### config.mk
export PLATFORM = sky130hd
export DESIGN_NAME = diatonic_quantize_chord_build_unit
export DESIGN_NICKNAME = d
export VERILOG_FILES = /design/src/rtl/core/dqcb_pkg.sv /design/src/rtl/core/diatonic_quantize_chord_build_unit.sv /design/src/rtl/core/dqcb_front.sv /design/src/rtl/core/dqcb_fifo.sv /design/src/rtl/core/dqcb_back.sv
export VERILOG_INCLUDE_DIRS = /design/src /design/src/rtl/core
export SDC_FILE = /design/constraint.sdc
export NUM_CORES = 1
export LEC_CHECK = 0
export ABC_AREA = 1
export CORE_MARGIN = 5
export CORE_UTILIZATION = 45
export DETAILED_ROUTE_END_ITERATION = 10
export DONT_BUFFER_PORTS = 1
export PLACE_DENSITY_LB_ADDON = 0.08
export SYNTH_ARGS = -nofsm -noshare
export SYNTH_HDL_FRONTEND = slang
export SYNTH_SLANG_ARGS = --single-unit
### constraint.sdc
create_clock -name clk_i -period 13.3 [get_ports clk_i]
set_input_delay 2.66 -clock clk_i [delete_from_list [all_inputs] [get_ports clk_i]]
set_output_delay 2.66 -clock clk_i [all_outputs]
set_load 0.01 [all_outputs]
### src/rtl/core/diatonic_quantize_chord_build_unit_macros.svh
// ---------------------------------------------------------------------------
// diatonic quantize chord build unit: assertion macros
// shared concurrent assertion forms, clocked on clk_i, off during reset
// ---------------------------------------------------------------------------
`ifndef DIATONIC_QUANTIZE_CHORD_BUILD_UNIT_MACROS_SVH
`define DIATONIC_QUANTIZE_CHORD_BUILD_UNIT_MACROS_SVH

// same-cycle implication
`define DQCB_ASSERT_NOW(lbl, ante, cons) \
  lbl: assert property (@(posedge clk_i) disable iff (!rst_ni) (ante) |-> (cons)) \
    else $error("dqcb same-cycle check failed");

// next-cycle implication
`define DQCB_ASSERT_NEXT(lbl, ante, cons) \
  lbl: assert property (@(posedge clk_i) disable iff (!rst_ni) (ante) |=> (cons)) \
    else $error("dqcb next-cycle check failed");

`endif

### src/rtl/core/dqcb_pkg.sv
// ---------------------------------------------------------------------------
// dqcb_pkg
// types, scale tables and lookup helpers for the chord build unit
// ---------------------------------------------------------------------------
package dqcb_pkg;

  localparam int MaxChordTones = 7;

  // configuration register indexes
  localparam logic [1:0] REG_KEY_ROOT    = 2'd0;
  localparam logic [1:0] REG_MODE_SELECT = 2'd1;
  localparam logic [1:0] REG_CHORD_SIZE  = 2'd2;

  // semitone offset of each degree above the tonic, one row per mode
  localparam logic [3:0] SCALE_OFFS [7][7] = '{
    '{4'd0, 4'd2, 4'd4, 4'd5, 4'd7, 4'd9, 4'd11},
    '{4'd0, 4'd2, 4'd3, 4'd5, 4'd7, 4'd9, 4'd10},
    '{4'd0, 4'd1, 4'd3, 4'd5, 4'd7, 4'd8, 4'd10},
    '{4'd0, 4'd2, 4'd4, 4'd6, 4'd7, 4'd9, 4'd11},
    '{4'd0, 4'd2, 4'd4, 4'd5, 4'd7, 4'd9, 4'd10},
    '{4'd0, 4'd2, 4'd3, 4'd5, 4'd7, 4'd8, 4'd10},
    '{4'd0, 4'd1, 4'd3, 4'd5, 4'd6, 4'd8, 4'd10}
  };

  // degree offsets of the chord tones: root, third and fifth, repeated up the octaves
  localparam logic [4:0] THIRD_STACK [MaxChordTones] = '{
    5'd0, 5'd2, 5'd4, 5'd7, 5'd9, 5'd11, 5'd14
  };

  // effective configuration, already folded into range
  typedef struct packed {
    logic [3:0] key;
    logic [2:0] mode;
    logic [2:0] tones;
  } dqcb_cfg_t;

  // one press as handed from front to back
  typedef struct packed {
    logic [6:0] held_degree;
    logic       out_of_key;
  } dqcb_entry_t;

  typedef struct packed {
    logic       hit;
    logic [2:0] degree;
  } dqcb_find_t;

  // degree within the mode whose offset equals the pitch class
  function automatic dqcb_find_t scale_find(input logic [2:0] mode, input logic [3:0] pc);
    dqcb_find_t res;
    res = '0;
    for (int d = 0; d < 7; d++) begin
      if (SCALE_OFFS[mode][d] == pc) begin
        res.hit    = 1'b1;
        res.degree = 3'(d);
      end
    end
    return res;
  endfunction

endpackage

### src/rtl/core/diatonic_quantize_chord_build_unit.sv
// ---------------------------------------------------------------------------
// diatonic_quantize_chord_build_unit
// diatonic scale quantizer with a stacked-third chord builder
// ---------------------------------------------------------------------------
// an accepted press is registered in the queue, and its first chord tone is then
//   registered in the output register
// throughput: one tone per cycle while the output does not stall; a press gives
//   chord_size tones (1..7) on the output port; the back-end tone walker sets the rate
// a two-entry queue lets the front take presses while tones drain
// reset: asynchronous, active low; held degree 0, key C, Ionian, four tones
// ---------------------------------------------------------------------------
`include "diatonic_quantize_chord_build_unit_macros.svh"

module diatonic_quantize_chord_build_unit (
  input  logic              clk_i,
  input  logic              rst_ni,
  // configuration write port
  input  logic              cfg_we_i,
  input  logic [1:0]        cfg_idx_i,
  input  logic [3:0]        cfg_data_i,
  // press channel
  input  logic              in_valid_i,
  output logic              in_stall_o,
  input  logic signed [7:0] semitone_i,
  // chord tone channel
  output logic              out_valid_o,
  input  logic              out_stall_i,
  output logic signed [8:0] chord_semitone_o,
  output logic [2:0]        tone_index_o,
  output logic signed [6:0] held_degree_o,
  output logic              out_of_key_o,
  output logic              last_tone_o
);
  import dqcb_pkg::*;

  // raw configuration registers
  logic [3:0] key_q;
  logic [2:0] mode_q;
  logic [2:0] size_q;

  dqcb_cfg_t   cfg;
  logic        in_accept;
  logic        fifo_full;
  logic        fifo_valid;
  logic        fifo_pop;
  dqcb_entry_t front_entry;
  dqcb_entry_t back_entry;

  always_ff @(posedge clk_i or negedge rst_ni) begin
    if (!rst_ni) begin
      key_q  <= 4'd0;
      mode_q <= 3'd0;
      size_q <= 3'd4;
    end else if (cfg_we_i) begin
      case (cfg_idx_i)
        REG_KEY_ROOT:    key_q  <= cfg_data_i;
        REG_MODE_SELECT: mode_q <= cfg_data_i[2:0];
        REG_CHORD_SIZE:  size_q <= cfg_data_i[2:0];
        default: ;
      endcase
    end
  end

  // fold out-of-range settings: keys above B wrap, mode 7 is Ionian,
  // a zero chord size gives a single tone
  always_comb begin
    cfg.key   = (key_q >= 4'd12) ? key_q - 4'd12 : key_q;
    cfg.mode  = (mode_q == 3'd7) ? 3'd0 : mode_q;
    cfg.tones = (size_q == 3'd0) ? 3'd1 : size_q;
  end

  // the front only stalls when the queue is full
  assign in_stall_o = fifo_full;
  assign in_accept  = in_valid_i && !fifo_full;

  // front: saturate, classify in or out of key, update the held degree
  dqcb_front u_front (
    .clk_i      (clk_i),
    .rst_ni     (rst_ni),
    .cfg_i      (cfg),
    .accept_i   (in_accept),
    .semitone_i (semitone_i),
    .entry_o    (front_entry)
  );

  // queue of classified presses
  dqcb_fifo u_fifo (
    .clk_i       (clk_i),
    .rst_ni      (rst_ni),
    .push_i      (in_accept),
    .push_data_i (front_entry),
    .full_o      (fifo_full),
    .pop_i       (fifo_pop),
    .valid_o     (fifo_valid),
    .pop_data_o  (back_entry)
  );

  // back: one chord tone per cycle into the output register, while the output does not stall
  dqcb_back u_back (
    .clk_i            (clk_i),
    .rst_ni           (rst_ni),
    .cfg_i            (cfg),
    .entry_valid_i    (fifo_valid),
    .entry_i          (back_entry),
    .pop_o            (fifo_pop),
    .out_valid_o      (out_valid_o),
    .out_stall_i      (out_stall_i),
    .chord_semitone_o (chord_semitone_o),
    .tone_index_o     (tone_index_o),
    .held_degree_o    (held_degree_o),
    .out_of_key_o     (out_of_key_o),
    .last_tone_o      (last_tone_o)
  );

  // the final tone of a press has the index one below the configured chord size
  `DQCB_ASSERT_NOW(a_last_at_size, out_valid_o && last_tone_o,
                   tone_index_o == cfg.tones - 3'd1)

  // a taken tone that is not the last is followed at once by the next one
  `DQCB_ASSERT_NEXT(a_tone_follows, out_valid_o && !out_stall_i && !last_tone_o,
                    out_valid_o && (tone_index_o == $past(tone_index_o) + 3'd1))

  // a press taken into an empty pipe reaches the back on the next cycle
  `DQCB_ASSERT_NEXT(a_queue_fills, in_valid_i && !in_stall_o, fifo_valid)

endmodule

### src/rtl/core/dqcb_front.sv
// ---------------------------------------------------------------------------
// dqcb_front
// saturates a press, finds its scale degree and keeps the held degree
// ---------------------------------------------------------------------------
module dqcb_front (
  input  logic               clk_i,
  input  logic               rst_ni,
  input  dqcb_pkg::dqcb_cfg_t cfg_i,
  input  logic               accept_i,
  input  logic signed [7:0]  semitone_i,
  output dqcb_pkg::dqcb_entry_t entry_o
);
  import dqcb_pkg::*;

  logic signed [7:0] sat;
  logic signed [8:0] v_s;
  logic [7:0]        v;
  logic [15:0]       prod;
  logic [4:0]        q;
  logic [7:0]        r_full;
  logic [3:0]        pc;
  dqcb_find_t        f_hit;
  logic [2:0]        d_sel;
  logic [7:0]        t;
  logic [7:0]        deg;
  logic [6:0]        held_q, held_d;

  always_comb begin
    if (semitone_i < -8'sd96) begin
      sat = -8'sd96;
    end else if (semitone_i > 8'sd95) begin
      sat = 8'sd95;
    end else begin
      sat = semitone_i;
    end
    // shifted so the value is positive: 1..203
    v_s    = 9'(sat) + 9'sd108 - $signed({5'b0, cfg_i.key});
    v      = v_s[7:0];
    // divide by twelve through the reciprocal 171/2048
    prod   = 16'(v) * 16'd171;
    q      = prod[15:11];
    r_full = v - 8'(q) * 8'd12;
    pc     = r_full[3:0];
    f_hit  = scale_find(cfg_i.mode, pc);
    // an out-of-key press keeps the held degree, so only a hit needs a degree
    d_sel  = f_hit.degree;
    t      = 8'(q) * 8'd7 + {5'b0, d_sel};
    deg    = t - 8'd63;
    held_d = (accept_i && f_hit.hit) ? deg[6:0] : held_q;
  end

  always_ff @(posedge clk_i or negedge rst_ni) begin
    if (!rst_ni) begin
      held_q <= '0;
    end else begin
      held_q <= held_d;
    end
  end

  assign entry_o.held_degree = f_hit.hit ? deg[6:0] : held_q;
  assign entry_o.out_of_key  = ~f_hit.hit;

endmodule

### src/rtl/core/dqcb_fifo.sv
// ---------------------------------------------------------------------------
// dqcb_fifo
// two-entry queue between the front and the back
// ---------------------------------------------------------------------------
module dqcb_fifo (
  input  logic                  clk_i,
  input  logic                  rst_ni,
  input  logic                  push_i,
  input  dqcb_pkg::dqcb_entry_t push_data_i,
  output logic                  full_o,
  input  logic                  pop_i,
  output logic                  valid_o,
  output dqcb_pkg::dqcb_entry_t pop_data_o
);
  import dqcb_pkg::*;

  dqcb_entry_t slot0_q;
  dqcb_entry_t slot1_q;
  logic        wr_q, wr_d;
  logic        rd_q, rd_d;
  logic [1:0]  cnt_q, cnt_d;

  always_comb begin
    wr_d  = push_i ? ~wr_q : wr_q;
    rd_d  = pop_i ? ~rd_q : rd_q;
    cnt_d = cnt_q + 2'(push_i) - 2'(pop_i);
  end

  always_ff @(posedge clk_i or negedge rst_ni) begin
    if (!rst_ni) begin
      wr_q  <= 1'b0;
      rd_q  <= 1'b0;
      cnt_q <= '0;
    end else begin
      wr_q  <= wr_d;
      rd_q  <= rd_d;
      cnt_q <= cnt_d;
    end
  end

  always_ff @(posedge clk_i) begin
    if (push_i && !wr_q) begin
      slot0_q <= push_data_i;
    end
    if (push_i && wr_q) begin
      slot1_q <= push_data_i;
    end
  end

  assign full_o     = (cnt_q == 2'd2);
  assign valid_o    = (cnt_q != 2'd0);
  assign pop_data_o = rd_q ? slot1_q : slot0_q;

endmodule

### src/rtl/core/dqcb_back.sv
// ---------------------------------------------------------------------------
// dqcb_back
// walks the chord tones of the queued press, one tone per cycle unless the output stalls
// ---------------------------------------------------------------------------
module dqcb_back (
  input  logic                  clk_i,
  input  logic                  rst_ni,
  input  dqcb_pkg::dqcb_cfg_t   cfg_i,
  input  logic                  entry_valid_i,
  input  dqcb_pkg::dqcb_entry_t entry_i,
  output logic                  pop_o,
  output logic                  out_valid_o,
  input  logic                  out_stall_i,
  output logic signed [8:0]     chord_semitone_o,
  output logic [2:0]            tone_index_o,
  output logic signed [6:0]     held_degree_o,
  output logic                  out_of_key_o,
  output logic                  last_tone_o
);
  import dqcb_pkg::*;

  logic [2:0]  cnt_q, cnt_d;
  logic        load;
  logic        last;
  logic [7:0]  deg;
  logic [7:0]  x;
  logic [15:0] prod;
  logic [4:0]  q;
  logic [7:0]  r_full;
  logic [9:0]  s;

  logic       valid_q, valid_d;
  logic [8:0] semi_q;
  logic [2:0] idx_q;
  logic [6:0] held_q;
  logic       ook_q;
  logic       last_q;

  always_comb begin
    load   = entry_valid_i && (!valid_q || !out_stall_i);
    last   = (cnt_q == cfg_i.tones - 3'd1);
    deg    = {entry_i.held_degree[6], entry_i.held_degree} + {3'b0, THIRD_STACK[cnt_q]};
    // positive by construction: 8..139
    x      = deg + 8'd70;
    // divide by seven through the reciprocal 147/1024
    prod   = 16'(x) * 16'd147;
    q      = prod[14:10];
    r_full = x - 8'(q) * 8'd7;
    s      = {6'b0, cfg_i.key} + 10'(q) * 10'd12
           + {6'b0, SCALE_OFFS[cfg_i.mode][r_full[2:0]]} - 10'd120;
    cnt_d  = cnt_q;
    if (load) begin
      cnt_d = last ? 3'd0 : cnt_q + 3'd1;
    end
    valid_d = load ? 1'b1 : (out_stall_i ? valid_q : 1'b0);
  end

  always_ff @(posedge clk_i or negedge rst_ni) begin
    if (!rst_ni) begin
      cnt_q   <= '0;
      valid_q <= 1'b0;
    end else begin
      cnt_q   <= cnt_d;
      valid_q <= valid_d;
    end
  end

  always_ff @(posedge clk_i) begin
    if (load) begin
      semi_q <= s[8:0];
      idx_q  <= cnt_q;
      held_q <= entry_i.held_degree;
      ook_q  <= entry_i.out_of_key;
      last_q <= last;
    end
  end

  assign pop_o            = load && last;
  assign out_valid_o      = valid_q;
  assign chord_semitone_o = $signed(semi_q);
  assign tone_index_o     = idx_q;
  assign held_degree_o    = $signed(held_q);
  assign out_of_key_o     = ook_q;
  assign last_tone_o      = last_q;

endmodule
==> results.toml <==
[global_routing]
overflow = 0
antenna_found_initial = 0
grt_max_degree = 27
grt_pass1_vias = 4827
grt_pass1_wl_mm = 21.9
grtUsageTotal_pct = 14.9

[sta]
tightest_slew_ns = 1.00
slew_headroom_pct = 33.2
finalMaxSlewViolations = 0
final.setup.tns_ns = 0
fmax_mhz = 97.1
setup_viol = 0
post-route-period-util_pct = 77.4
fin_skew_ns = 0.0118
hold_viol = 0
period_needed_ns = 10.29
rsz0062_at_grt = "false"

[detailed_routing]
routedWlPerCell_um = 12.5
wl_mm = 12.5
drt_pre_antenna_iters = 4
vias = 4889
drt-initial-drc-count = 217
ant_nets = 0
post-route-drc-count = 0
vias_per_cell = 4.91

[die]
die_y_um = 131
rows = 44
coreArea_mm2 = 0.0145
ios = 42
die_w_um = 131
die-area_mm2 = 0.0173
start_util_pct = 45.9

[clocking]
post_cts_resized = 0
ctsHtreeMaxLevel = 3
path_clk_slew_ns = 0.06
cts_tree = "done"
hold_buffers = 0
root_buffer = "clkbuf_16"
cts_setup_buffers = 0
cts_buffers = 9
clock_sinks = 62
clkLatencyLatePin_ns = 0.33
clockBufferDepth = 2

[min_path]
hold_path_class = "register to register"
min_from = "u_front.held_q[1]"
hold_depth = 2
holdPathEnd = "u_front.held_q[1]"

[worst_setup_path]
end_kind = "register"
critPathMaxFanout = 6
worstRegToRegCells = 41
cp.arrival_ns = 10.38
r2r-end = "u_back.chord_semitone_o[8]"
critical-path-max-stage-delay_ns = 0.55
critPathLaunchType = "input port"
worstReg2RegStart = "u_fifo.rd_q"
required_ns = 13.38
criticalPathCategory = "input port to register"
crit_path_frequent_cell = "ha_1"
critPathLaunch = "semitone_i[6]"
cp_slowest_cell = "fa_1"
r2r_slack_ns = 4.36

[yosys]
netlist_top_cells_area = "ha_1 (24%), edfxtp_1 (17%), nand2_1 (11%)"
yosysTopAreaCell = "ha_1"
synth-seq-cells = 62
synth_async_sr_flop_share_pct = 40.3
synth.avg_cell_area_um2 = 8.31
yosysTopAreaCellShare_pct = 24.3
ys.flop_type = "edfxtp_1"
synth_nets = 977
ys_types = 36
synth-edff-count = 37
netlist_instances = 799
synthesis.area_mm2 = 0.00664
yosysWarnings = 0
synth-seq-area-share_pct = 26.2

[layout]
fillCellCount = 1382
nets = 984
num_antenna_cells = 0
areaGrowthSynthToFinish_pct = 7.33
drive_above_1_share_pct = 4.19

[run]
drv_cap = 0

[placed_design]
io_buffers = 0
place_hpwl_mm = 10.4
place_congestion = 0.817

[run_status]
status = "complete, no violations"
[registers in the layout, indices dropped and copies added, names as in the netlist]
signal                   cells
u_back.chord_semitone_o      9
u_back.tone_index_o          3
u_back.out_valid_o           1
u_back.out_of_key_o          1
u_fifo.slot1_q               8
u_back.last_tone_o           1
key_q                        4
mode_q                       3
u_fifo.cnt_q                 2
u_back.cnt_q                 3
u_back.held_degree_o         7
u_fifo.wr_q                  1
u_fifo.rd_q                  1
u_front.held_q               7
size_q                       3
u_fifo.slot0_q               8
[metal layers]
layer	GRT usage, %	up-vias	share of wire [%]
met5	0	-	0
met4	3.89	0	1.4
met3	1.87	15	1.8
met2	26.7	50	50
met1	19.0	2245	47
li1	-	2579	-
[through the flow]
| step | cells | worst slack [ns] | area [um2] | util (%) | hold WS, ns |
|---|---|---|---|---|---|
| 2_1_floorplan | 799 | 3.33 | 6640 | - | 0.442 |
| 3_3_place_gp | 979 | 2.84 | 6850 | 47.3 | 0.455 |
| 3_5_place_dp | 979 | 2.58 | 6850 | 47.3 | 0.459 |
| 4_1_cts | 995 | 2.91 | 7130 | 49.2 | 0.474 |
| 5_1_grt | 995 | 2.27 | 7130 | 49.2 | 0.503 |
| 6_report | 995 | 3.01 | 7130 | 49.2 | 0.474 |
[layout make-up]
type | count | area (um2) | share of cell area, %
clock buffers | 9 | 225 | 3.16
clock inverters | 7 | 56.3 | 0.790
inverters | 162 | 608 | 8.53
multi-input cells | 571 | 4270 | 59.9
flip-flops and latches | 62 | 1740 | 24.4
well taps | 184 | 230 | 3.23
[how the worst max path moves through the flow]
stage / cells past startpoint / end
after floorplan: 36 / u_fifo.slot0_q[7]
after global placement: 36 / u_fifo.slot0_q[7]
after detailed placement: 36 / u_fifo.slot0_q[7]
after CTS: 36 / u_fifo.slot0_q[7]
after global routing: 40 / u_fifo.slot1_q[7]
final: 36 / u_fifo.slot0_q[7]
[synth_stat cells (3+ instances only)]
| library cell | number |
|---|---|
| nand2_2 | 3 |
| a21o_1 | 3 |
| nand3b_1 | 3 |
| xnor2_1 | 20 |
| o21ai_0 | 28 |
| a31oi_1 | 3 |
| nand3_1 | 44 |
| nand4_1 | 5 |
| inv_1 | 157 |
| dfrtp_1 | 24 |
| nand2_1 | 187 |
| inv_2 | 5 |
| or2_2 | 3 |
| nor3_1 | 3 |
| nor2_1 | 35 |
| a21oi_1 | 31 |
| edfxtp_1 | 37 |
| ha_1 | 129 |
| fa_1 | 30 |
| a211oi_1 | 3 |
| xor2_1 | 28 |
[cells in the final DEF (no fill, tap or decap), drive strengths merged]
| cell type | Yosys | final |
|---|---|---|
| o21bai | 1 | 1 |
| mux2 | 1 | 1 |
| nand3 | 45 | 45 |
| a21oi | 31 | 31 |
| inv | 162 | 166 |
| or2 | 3 | 3 |
| nand2 | 191 | 191 |
| clkinv | 0 | 2 |
| a21o | 3 | 3 |
| edfxtp | 37 | 37 |
| xnor2 | 20 | 20 |
| nor2 | 36 | 36 |
| dfrtp | 24 | 24 |
| a211oi | 3 | 3 |
| dfstp | 1 | 1 |
| a31oi | 3 | 3 |
| clkbuf | 1 | 9 |
| o21ai | 30 | 30 |
| ha | 129 | 129 |
| fa | 30 | 30 |
| nand3b | 3 | 3 |
| o31ai | 1 | 1 |
| clkinvlp | 0 | 1 |
| o22ai | 1 | 1 |
| xor2 | 29 | 29 |
| nand4 | 5 | 5 |
| o21a | 2 | 2 |
| nor3 | 4 | 4 |
[kinds of logic after synthesis]
kind of cell	count (synthesis)	synth area share [%]
and+or+nand+nor	287	18.1
buffers and inverters	166	9.53
adders and majority gates	159	33.3
AOI/OAI and AO/OA	75	6.10
DFF	62	26.2
xor gates and xnor gates	49	6.58
muxes	1	0.170
[worst max-delay path: cells and delay by family]
kind | cells | cell delay [ns]
adder cells (fa/ha/maj) | 11 | 4.25
AND/OR/NAND/NOR | 13 | 1.83
XOR/XNOR | 4 | 0.91
buffers and inverters | 5 | 0.37
AO/OA/AOI/OAI | 3 | 0.35
Power is left out: the tool's default activity adds up to more than one toggle a clock period on the data nets, which glitch-free logic cannot reach.
